### config.mk
export PLATFORM = sky130hd
export DESIGN_NAME = led_frame_source_failover
export DESIGN_NICKNAME = d
export VERILOG_FILES = /design/src/rtl/lfsf_pkg.sv /design/src/rtl/lfsf_lane.sv /design/src/rtl/lfsf_merge.sv /design/src/rtl/led_frame_source_failover.sv
export SDC_FILE = /design/constraint.sdc
export NUM_CORES = 1
export LEC_CHECK = 0
export BUFFER_PORTS_ARGS = -buffer_cell sky130_fd_sc_hd__buf_2
export CAP_MARGIN = 0
export CORE_MARGIN = 2
export CORE_UTILIZATION = 53
export DETAILED_ROUTE_END_ITERATION = 8
export PLACE_DENSITY = 0.71
export SYNTH_ARGS = -nofsm -noshare
export SYNTH_HDL_FRONTEND = slang
export SYNTH_HIERARCHICAL = 1
export SYNTH_SLANG_ARGS = --single-unit
export TNS_END_PERCENT = 100
### constraint.sdc
create_clock -name clk -period 7.6 [get_ports clk]
set_clock_uncertainty 0.1 [all_clocks]
set_input_delay 0.38 -clock clk [delete_from_list [all_inputs] [get_ports clk]]
set_output_delay 0.38 -clock clk [all_outputs]
set_load 0.02 [all_outputs]
### src/rtl/lfsf_pkg.sv
// ----------------------------------------------------------------------------
// lfsf_pkg
// Shared types, codes and the byte-to-level map of the LED frame source.
// ----------------------------------------------------------------------------
package lfsf_pkg;

	localparam int BYTE_W    = 8;
	localparam int LEVEL_W   = 4;
	localparam int CH_W      = 3;
	localparam int MODE_W    = 2;
	localparam int KIND_W    = 3;
	localparam int COUNT_W   = 4;
	localparam int FRAME_W   = 64;
	localparam int TMO_W     = 16;
	localparam int SINCE_W   = 32;
	localparam int S_DATA_W  = 72;
	localparam int M_DATA_W  = 16;
	localparam int APB_ADDR_W = 3;
	localparam int APB_DATA_W = 32;
	localparam int LEVEL_MAX = 9;
	localparam int BYTE_MAX  = 255;
	localparam logic [TMO_W-1:0] TMO_RESET = 16'd5000;

	typedef enum logic [KIND_W-1:0] {
		KIND_STATIC  = 3'd0,
		KIND_PLANNED = 3'd1,
		KIND_FAST    = 3'd2,
		KIND_TICK    = 3'd3,
		KIND_FORCE   = 3'd4
	} kind_t;

	typedef enum logic [MODE_W-1:0] {
		SRC_STATIC  = 2'd0,
		SRC_PLANNED = 2'd1,
		SRC_FAST    = 2'd2
	} mode_t;

	localparam logic [0:0] REG_FAST_TIMEOUT = 1'b0;

	typedef struct packed {
		logic                changed;
		logic [LEVEL_W-1:0]  level;
	} lane_res_t;

	function automatic logic [LEVEL_W-1:0] level_of(input logic [BYTE_W-1:0] b);
		logic [11:0]        prod;
		logic [LEVEL_W-1:0] lvl;
		prod = 12'(b) * 12'(LEVEL_MAX);
		lvl = '0;
		for (int k = 1; k <= LEVEL_MAX; k++) begin
			if (prod >= 12'(k * BYTE_MAX)) begin
				lvl = lvl + 4'd1;
			end
		end
		return lvl;
	endfunction

endpackage

### src/rtl/lfsf_lane.sv
// ----------------------------------------------------------------------------
// lfsf_lane
// One channel lane: maps the shown byte to a level, compares it with the
// level in use and holds the new level once the frame is taken.
// ----------------------------------------------------------------------------
module lfsf_lane (
	input  logic                         clk,
	input  logic                         arst_n,
	input  logic [lfsf_pkg::BYTE_W-1:0]  shown_byte,
	input  logic                         show,
	input  logic                         fire,
	output lfsf_pkg::lane_res_t          res
);
	import lfsf_pkg::*;

	logic [LEVEL_W-1:0] level_q;
	logic [LEVEL_W-1:0] level_new;

	assign level_new   = level_of(shown_byte);
	assign res.level   = level_new;
	assign res.changed = show && (level_new != level_q);

	always_ff @(posedge clk or negedge arst_n) begin
		if (!arst_n) begin
			level_q <= '0;
		end else if (fire && show) begin
			level_q <= level_new;
		end
	end

endmodule

### src/rtl/lfsf_merge.sv
// ----------------------------------------------------------------------------
// lfsf_merge
// Collects the lane results of one frame and sends the changed channels
// one transaction per cycle while m_tready is high, lowest channel first,
// marking the last one.
module lfsf_merge #(
	parameter int CHANNELS = 8
) (
	input  logic                           clk,
	input  logic                           arst_n,
	input  logic                           in_valid,
	output logic                           in_ready,
	input  lfsf_pkg::lane_res_t            res [CHANNELS],
	input  logic [lfsf_pkg::MODE_W-1:0]    mode,
	output logic                           m_tvalid,
	input  logic                           m_tready,
	output logic [lfsf_pkg::M_DATA_W-1:0]  m_tdata, // channel[2:0], level[6:3], mode_now[8:7]
	output logic                           m_tlast
);
	import lfsf_pkg::*;

	localparam int SEL_W = (CHANNELS > 1) ? $clog2(CHANNELS) : 1;

	logic [CHANNELS-1:0] pend_mask_q;
	logic [LEVEL_W-1:0]  pend_lvl_q [CHANNELS];
	logic [MODE_W-1:0]   pend_mode_q;
	logic [CHANNELS-1:0] in_mask;
	logic [CHANNELS-1:0] rest_mask;
	logic [SEL_W-1:0]    sel;
	logic                out_free;
	logic                take;
	logic                m_tvalid_q;
	logic                m_tlast_q;
	logic [CH_W-1:0]     chan_q;
	logic [LEVEL_W-1:0]  lvl_q;
	logic [MODE_W-1:0]   mode_q;

	always_comb begin
		sel = '0;
		for (int i = CHANNELS - 1; i >= 0; i--) begin
			if (pend_mask_q[i]) begin
				sel = SEL_W'(i);
			end
		end
		for (int i = 0; i < CHANNELS; i++) begin
			in_mask[i] = res[i].changed;
		end
	end

	assign rest_mask = pend_mask_q & (pend_mask_q - 1'b1);
	assign out_free  = !m_tvalid_q || m_tready;
	assign take      = out_free && (pend_mask_q != '0);
	assign in_ready  = (pend_mask_q == '0) || (out_free && (rest_mask == '0));

	always_ff @(posedge clk or negedge arst_n) begin
		if (!arst_n) begin
			pend_mask_q <= '0;
			m_tvalid_q  <= 1'b0;
		end else begin
			if (in_valid && in_ready) begin
				pend_mask_q <= in_mask;
			end else if (take) begin
				pend_mask_q <= rest_mask;
			end
			if (take) begin
				m_tvalid_q <= 1'b1;
			end else if (out_free) begin
				m_tvalid_q <= 1'b0;
			end
		end
	end

	always_ff @(posedge clk) begin
		if (in_valid && in_ready) begin
			for (int i = 0; i < CHANNELS; i++) begin
				pend_lvl_q[i] <= res[i].level;
			end
			pend_mode_q <= mode;
		end
		if (take) begin
			chan_q    <= CH_W'(sel);
			lvl_q     <= pend_lvl_q[sel];
			mode_q    <= pend_mode_q;
			m_tlast_q <= (rest_mask == '0);
		end
	end

	assign m_tvalid = m_tvalid_q;
	assign m_tlast  = m_tlast_q;
	assign m_tdata  = {7'b0, mode_q, lvl_q, chan_q};

	a_more_pending: assert property (@(posedge clk) disable iff (!arst_n)
		(m_tvalid_q && !m_tlast_q) |-> (pend_mask_q != '0))
		else $error("non-final result without pending channels");

	a_run_continues: assert property (@(posedge clk) disable iff (!arst_n)
		(m_tvalid_q && m_tready && !m_tlast_q) |=> m_tvalid_q)
		else $error("gap inside a run of results");

	a_take_safe: assert property (@(posedge clk) disable iff (!arst_n)
		in_ready |-> ((pend_mask_q == '0) || ($countones(pend_mask_q) == 1)))
		else $error("new frame accepted over pending results");

endmodule

### src/rtl/led_frame_source_failover.sv
// ----------------------------------------------------------------------------
// led_frame_source_failover
// LED frame source with static, planned and fast frames and fast-frame
// failover on a millisecond timeout; one result per changed channel level.
// ----------------------------------------------------------------------------
// channel   | direction | payload
// s_axis    | in        | tuser kind, tdata levels/count/forced mode
// m_axis    | out       | tdata channel/level/mode_now, tlast last update
// apb       | in/out    | register 0 fast_timeout_ms at address 0
//
// An input transaction is registered into stage 1 and compared there by
// CHANNELS lanes; its results leave one per cycle while m_tready is high,
// one result for each channel level that the transaction changes.
// One new input is accepted into stage 1 while the previous results drain.
// Reset clears all stores, levels, mode and counter; timeout resets to 5000.
// m_tready low holds the output and backs up into s_tready.
// ----------------------------------------------------------------------------
module led_frame_source_failover #(
	parameter int CHANNELS = 8
) (
	input  logic                             clk,
	input  logic                             arst_n,
	input  logic                             s_tvalid,
	output logic                             s_tready,
	input  logic [lfsf_pkg::S_DATA_W-1:0]    s_tdata, // frame_levels[63:0], frame_count[67:64], forced_mode[69:68]
	input  logic [lfsf_pkg::KIND_W-1:0]      s_tuser, // kind[2:0]
	output logic                             m_tvalid,
	input  logic                             m_tready,
	output logic [lfsf_pkg::M_DATA_W-1:0]    m_tdata, // channel[2:0], level[6:3], mode_now[8:7]
	output logic                             m_tlast,
	input  logic                             psel,
	input  logic                             penable,
	input  logic                             pwrite,
	input  logic [lfsf_pkg::APB_ADDR_W-1:0]  paddr,
	input  logic [lfsf_pkg::APB_DATA_W-1:0]  pwdata,
	output logic [lfsf_pkg::APB_DATA_W-1:0]  prdata,
	output logic                             pready
);
	import lfsf_pkg::*;

	logic [TMO_W-1:0]   timeout_q;
	logic [BYTE_W-1:0]  static_q  [CHANNELS];
	logic [BYTE_W-1:0]  planned_q [CHANNELS];
	logic [BYTE_W-1:0]  fast_q    [CHANNELS];
	logic               have_static_q;
	logic               have_planned_q;
	logic [MODE_W-1:0]  mode_q;
	logic [SINCE_W-1:0] since_q;

	logic [FRAME_W-1:0] f_levels;
	logic [COUNT_W-1:0] f_count;
	logic [MODE_W-1:0]  f_mode;
	logic [BYTE_W-1:0]  frm      [CHANNELS];
	logic [BYTE_W-1:0]  src      [CHANNELS];
	logic [SINCE_W-1:0] since_inc;
	logic               fallback;
	logic               s_fire;
	logic               show_c;
	logic [MODE_W-1:0]  mode_c;
	logic               wr_static;
	logic               wr_planned;
	logic               wr_fast;
	logic               upd_since;
	logic [SINCE_W-1:0] since_c;

	logic               s1_valid_q;
	logic               show_s1;
	logic [BYTE_W-1:0]  frame_s1 [CHANNELS];
	logic [MODE_W-1:0]  mode_s1;
	logic               s1_ready;
	logic               lane_fire;
	lane_res_t          lane_res [CHANNELS];

	// configuration
	assign pready = 1'b1;
	always_comb begin
		prdata = '0;
		if (paddr[2] == REG_FAST_TIMEOUT) begin
			prdata = {16'b0, timeout_q};
		end
	end

	always_ff @(posedge clk or negedge arst_n) begin
		if (!arst_n) begin
			timeout_q <= TMO_RESET;
		end else if (psel && penable && pwrite && pready
				&& paddr[2] == REG_FAST_TIMEOUT) begin
			timeout_q <= pwdata[TMO_W-1:0];
		end
	end

	// input decode
	assign f_levels = s_tdata[FRAME_W-1:0];
	assign f_count  = s_tdata[FRAME_W +: COUNT_W];
	assign f_mode   = s_tdata[FRAME_W + COUNT_W +: MODE_W];
	assign s_tready = !s1_valid_q || s1_ready;
	assign s_fire   = s_tvalid && s_tready;

	assign since_inc = (since_q == '1) ? since_q : since_q + 1'b1;
	assign fallback  = (mode_q == SRC_FAST) && (since_inc > SINCE_W'(timeout_q));

	always_comb begin
		for (int i = 0; i < CHANNELS; i++) begin
			frm[i] = (COUNT_W'(i) < f_count) ? f_levels[8*i +: 8] : '0;
		end
	end

	always_comb begin
		show_c     = 1'b0;
		mode_c     = mode_q;
		wr_static  = 1'b0;
		wr_planned = 1'b0;
		wr_fast    = 1'b0;
		upd_since  = 1'b0;
		since_c    = since_inc;
		src        = frm;
		case (s_tuser)
			KIND_STATIC: begin
				if (f_count != '0) begin
					wr_static = 1'b1;
					show_c    = 1'b1;
					mode_c    = SRC_STATIC;
				end
			end
			KIND_PLANNED: begin
				if (f_count != '0) begin
					wr_planned = 1'b1;
					show_c     = (mode_q == SRC_PLANNED);
				end
			end
			KIND_FAST: begin
				if (f_count != '0) begin
					wr_fast   = 1'b1;
					show_c    = 1'b1;
					mode_c    = SRC_FAST;
					upd_since = 1'b1;
					since_c   = '0;
				end
			end
			KIND_TICK: begin
				upd_since = 1'b1;
				if (fallback) begin
					show_c = 1'b1;
					if (have_static_q) begin
						mode_c = SRC_STATIC;
						src    = static_q;
					end else if (have_planned_q) begin
						mode_c = SRC_PLANNED;
						src    = planned_q;
					end else begin
						mode_c = SRC_STATIC;
						for (int i = 0; i < CHANNELS; i++) begin
							src[i] = '0;
						end
					end
				end
			end
			KIND_FORCE: begin
				if (f_mode != mode_q && (f_mode == SRC_STATIC
						|| f_mode == SRC_PLANNED || f_mode == SRC_FAST)) begin
					show_c = 1'b1;
					mode_c = f_mode;
					case (f_mode)
						SRC_STATIC:  src = static_q;
						SRC_PLANNED: src = planned_q;
						default:     src = fast_q;
					endcase
				end
			end
			default: begin
				show_c = 1'b0;
			end
		endcase
	end

	always_ff @(posedge clk or negedge arst_n) begin
		if (!arst_n) begin
			for (int i = 0; i < CHANNELS; i++) begin
				static_q[i]  <= '0;
				planned_q[i] <= '0;
				fast_q[i]    <= '0;
			end
			have_static_q  <= 1'b0;
			have_planned_q <= 1'b0;
			mode_q         <= SRC_STATIC;
			since_q        <= '0;
		end else if (s_fire) begin
			if (wr_static) begin
				static_q      <= frm;
				have_static_q <= 1'b1;
			end
			if (wr_planned) begin
				planned_q      <= frm;
				have_planned_q <= 1'b1;
			end
			if (wr_fast) begin
				fast_q <= frm;
			end
			if (upd_since) begin
				since_q <= since_c;
			end
			mode_q <= mode_c;
		end
	end

	// stage 1
	always_ff @(posedge clk or negedge arst_n) begin
		if (!arst_n) begin
			s1_valid_q <= 1'b0;
		end else if (s_tready) begin
			s1_valid_q <= s_fire;
		end
	end

	always_ff @(posedge clk) begin
		if (s_fire) begin
			show_s1  <= show_c;
			frame_s1 <= src;
			mode_s1  <= mode_c;
		end
	end

	assign lane_fire = s1_valid_q && s1_ready;

	for (genvar g = 0; g < CHANNELS; g++) begin : g_lane
		lfsf_lane u_lane (
			.clk        (clk),
			.arst_n     (arst_n),
			.shown_byte (frame_s1[g]),
			.show       (show_s1 && s1_valid_q),
			.fire       (lane_fire),
			.res        (lane_res[g])
		);
	end

	lfsf_merge #(
		.CHANNELS (CHANNELS)
	) u_merge (
		.clk      (clk),
		.arst_n   (arst_n),
		.in_valid (s1_valid_q),
		.in_ready (s1_ready),
		.res      (lane_res),
		.mode     (mode_s1),
		.m_tvalid (m_tvalid),
		.m_tready (m_tready),
		.m_tdata  (m_tdata),
		.m_tlast  (m_tlast)
	);

	a_fast_clears: assert property (@(posedge clk) disable iff (!arst_n)
		(s_fire && s_tuser == KIND_FAST && f_count != '0) |=> (since_q == '0))
		else $error("fast frame did not restart the counter");

	a_static_selects: assert property (@(posedge clk) disable iff (!arst_n)
		(s_fire && s_tuser == KIND_STATIC && f_count != '0) |=> (mode_q == SRC_STATIC))
		else $error("static frame did not select static mode");

	a_s1_hold: assert property (@(posedge clk) disable iff (!arst_n)
		(s1_valid_q && !s1_ready) |=> (s1_valid_q && $stable(mode_s1)))
		else $error("stage 1 lost a stalled transaction");

endmodule
==> results.md <==
* Full die area at ~60000 µm²
* Finish-stage setup viols at 0
* Via count at about 26000
* Required time worst endpoint at 7.96 ns
* DR iter-0 viols at 2155
* WP buf/inv at 2
* Pins Over Slew Limit at 0
* Slowest stage delay, CP at roughly 0.45 ns
* Core box area at roughly 56000 µm²
* Mean Syn Cell Area at 9.03 µm²
* Worst Hold Margin at about 0.031 ns
* Final Hold Vio Count at 0
* #FFs+latches synth at between 300 and 400
* Detail Placement HPWL at 55300 µm
* Crit path DAT at 7.65 ns
* DRT antenna net count at 0
* Antenna cells at 0
* Total wire length at 79400 µm
* Crit-path most repeated cell: ha_1
* CTS tree: done
* Unrepaired setup endpoints after global routing: true
* Vias in the first global route at 25800
* Global route total overflow at 0
* GP Congestion at 0.869
* CTS Buffer Depth at 3
* CTS clk-pin slew, worst paths at approximately 0.060 ns
* Num CTS Buffers at 45
* R2R Setup Slk at 0.31 ns
* First-pass GRT wire length at 130000 µm
* Startpoint Class: flop
* Post-synth EDFFs at 111
* Worst R2R Start: frame_s1[33]
* Sequential share of the synthesized area at 0.347
* Total track usage at 0.266
* Worst setup margin at ~0.31 ns
* Worst Max-Slew Pin Slew at 1.13 ns
* I/O pin count at 169
* Yosys cell types at 97
* CP Max Fanout at 5
* Hold Path Stages at 3
* Post-Syn Area at 30300 µm²
* Crit. path cell count at 33
* Layout cells sized above 1 at 0.161
* CTS Sinks at roughly 400
* Slew headroom at 0.246
* Initial antenna violation count at 3
* Crit end category: flop
* CP delay by family, top: adder cells
* Endpoint, Worst Hold: static_q[34]
* CTS Root Cell: clkbuf_16
* CTS H-tree lvls at 2
* Critical-path top delay cell: edfxtp_1
* Vias per std cell at approximately 6.1
* Post-Syn Instances at 3349
* # DRC at 0
* Pre-CTS setup slack at between 0.02 and 0.025 ns
* Drt pass-1 iters at 7
* Largest net degree at the start of global routing at 151
* Top FF cell, synth: dfrtp_1
* Row Count at between 80 and 90
* Fin nets at 3746
* FMAX at 137 MHz
* Initial Util at 0.537
* Outcome: finished, final reports clean
* HP Class: in2reg
* Min cycle time layout at 7.29 ns
* Die W at ~240 µm
* Ys async rst share at 0.720
* Area Growth Syn to Fin at 11.3%
* Number of warnings issued by yosys at 6
* R2R Path End: u_merge/pend_mask_q[3]
* Max_cap viols at 0
* DR WL/cell at 18.7 µm
* Worst Hold Launch: s_tdata[26]
* Kind of critical path: reg2reg
* Tcrit/Tclk final at 0.959
* R2R depth at 33
* Input/output buffers at 124
* Die H at 243 µm
* Worst-Skew Late Latency at 0.61 ns
* Setup TNS at 0 ns
cell usage in the layout (no fill, tap or decap), types with 24 or more instances in the layout:
cell / count
dfrtp_1: 280
a21o_1: 35
or2_2: 25
edfxtp_1: 111
and3_1: 29
dlygate4sd3_1: 26
a211oi_1: 54
buf_4: 70
nor2_1: 225
nand2_1: 529
ha_1: 157
nand4_1: 62
inv_1: 79
mux2i_1: 83
nand3_1: 98
conb_1: 24
xor2_1: 54
o21ai_0: 338
xnor2_1: 109
clkbuf_16: 45
nor2b_1: 37
a22oi_1: 64
a21oi_1: 115
mux2_2: 73
or3_1: 25
buf_2: 121
o21a_1: 42
o221ai_1: 32
and2_1: 29
cells in the mapped netlist, drive strengths merged, types with 11 or more instances:
master | n | area [µm²]
nand2 | 531 | 1990
o21ai | 347 | 1770
dfrtp | 281 | 7030
nor2 | 230 | 863
ha | 161 | 2010
a21oi | 131 | 686
clkbuf | 126 | 474
xnor2 | 125 | 1150
edfxtp | 111 | 3330
nand3 | 108 | 591
mux2i | 89 | 891
inv | 80 | 300
xor2 | 79 | 962
mux2 | 73 | 822
a22oi | 64 | 480
a211oi | 62 | 483
nand4 | 62 | 388
buf | 50 | 329
a21o | 43 | 333
o21a | 42 | 315
nor2b | 38 | 238
and2 | 37 | 231
o221ai | 32 | 280
and3 | 30 | 188
a221oi | 29 | 323
nor3 | 29 | 201
or2 | 25 | 156
or3 | 25 | 156
or4 | 25 | 195
a31oi | 20 | 125
o211ai | 18 | 215
or4b | 16 | 160
xnor3 | 16 | 370
o41ai | 15 | 191
o31ai | 12 | 90.1
nor4 | 11 | 68.8
cell type report:
cell class,count,area (µm²)
Clock buffer,53,1200
Clock inverter,30,284
Fill cell,4875,22700
Inverter,80,300
Multi-Input combinational cell,2717,19000
Sequential cell,397,10500
Tap cell,756,946
Timing Repair Buffer,219,1430
kinds of logic (layout without fill, tap and decap cells):
kind of cell,after synthesis,in the layout,synth area share
and+or+nand+nor,1202,1202,0.189
xor gates and xnor gates,228,228,0.0885
buffers and inverters,256,382,0.0365
adders and majority gates,170,170,0.0722
muxes,162,162,0.0566
other,3,24,0.000372
DFF,397,397,0.347
AOI/OAI and AO/OA,931,931,0.210
tightest hold or removal path, cell delays in order:
cell and delay, ns:
buf_2 0.09, nand2_1 0.12, o21ai_0 0.10
metal layers:
metal,GRT usage,part of all wire,vias up
met1,0.359,0.44,12600
met4,0.0879,0.028,6
met3,0.0339,0.059,169
met2,0.442,0.47,821
met5,0,0.00049,-
li1,-,-,12500
metrics by stage:
stage / area [µm²] / util / cells
6_report: 33700 / 0.597 / 4252
5_1_grt: 33700 / 0.597 / 4252
4_1_cts: 33300 / 0.590 / 4229
3_5_place_dp: 31500 / 0.559 / 4120
3_3_place_gp: 31500 / 0.559 / 4120
2_1_floorplan: 30300 / - / 3370
worst max-delay path by stage:
stage | from | endpoint | slack [ns]
floorplan | frame_s1[1] | u_merge/pend_mask_q[7] | 0.70
global placement | frame_s1[33] | u_merge/pend_mask_q[3] | 0.29
detailed placement | frame_s1[33] | u_merge/pend_mask_q[3] | 0.02
CTS | frame_s1[57] | u_merge/pend_mask_q[0] | 0.0005
global route | frame_s1[33] | u_merge/pend_mask_q[3] | -0.13
finish | frame_s1[33] | u_merge/pend_mask_q[3] | 0.31
state kept, by name, summed over array words and instances, names as in the netlist, 8 cells and up:
register / flops
planned_q: 64
static_q: 64
frame_s1: 64
u_merge/pend_mask_q: 8
since_q: 32
timeout_q: 16
fast_q: 64
g_lane.u_lane/level_q: 32
u_merge/pend_lvl_q: 32
repair_timing:
action,CTS,global route
gates resized for setup,1,45
gates cloned,0,0
pin swaps,0,8
endpoints found under the hold margin,95,0
hold buffers,26,0
buffers inserted,0,23
setup endpoints to repair,1,9
Power is left out: the tool's default activity adds up to more than one toggle a clock period on the data nets, which glitch-free logic cannot reach.
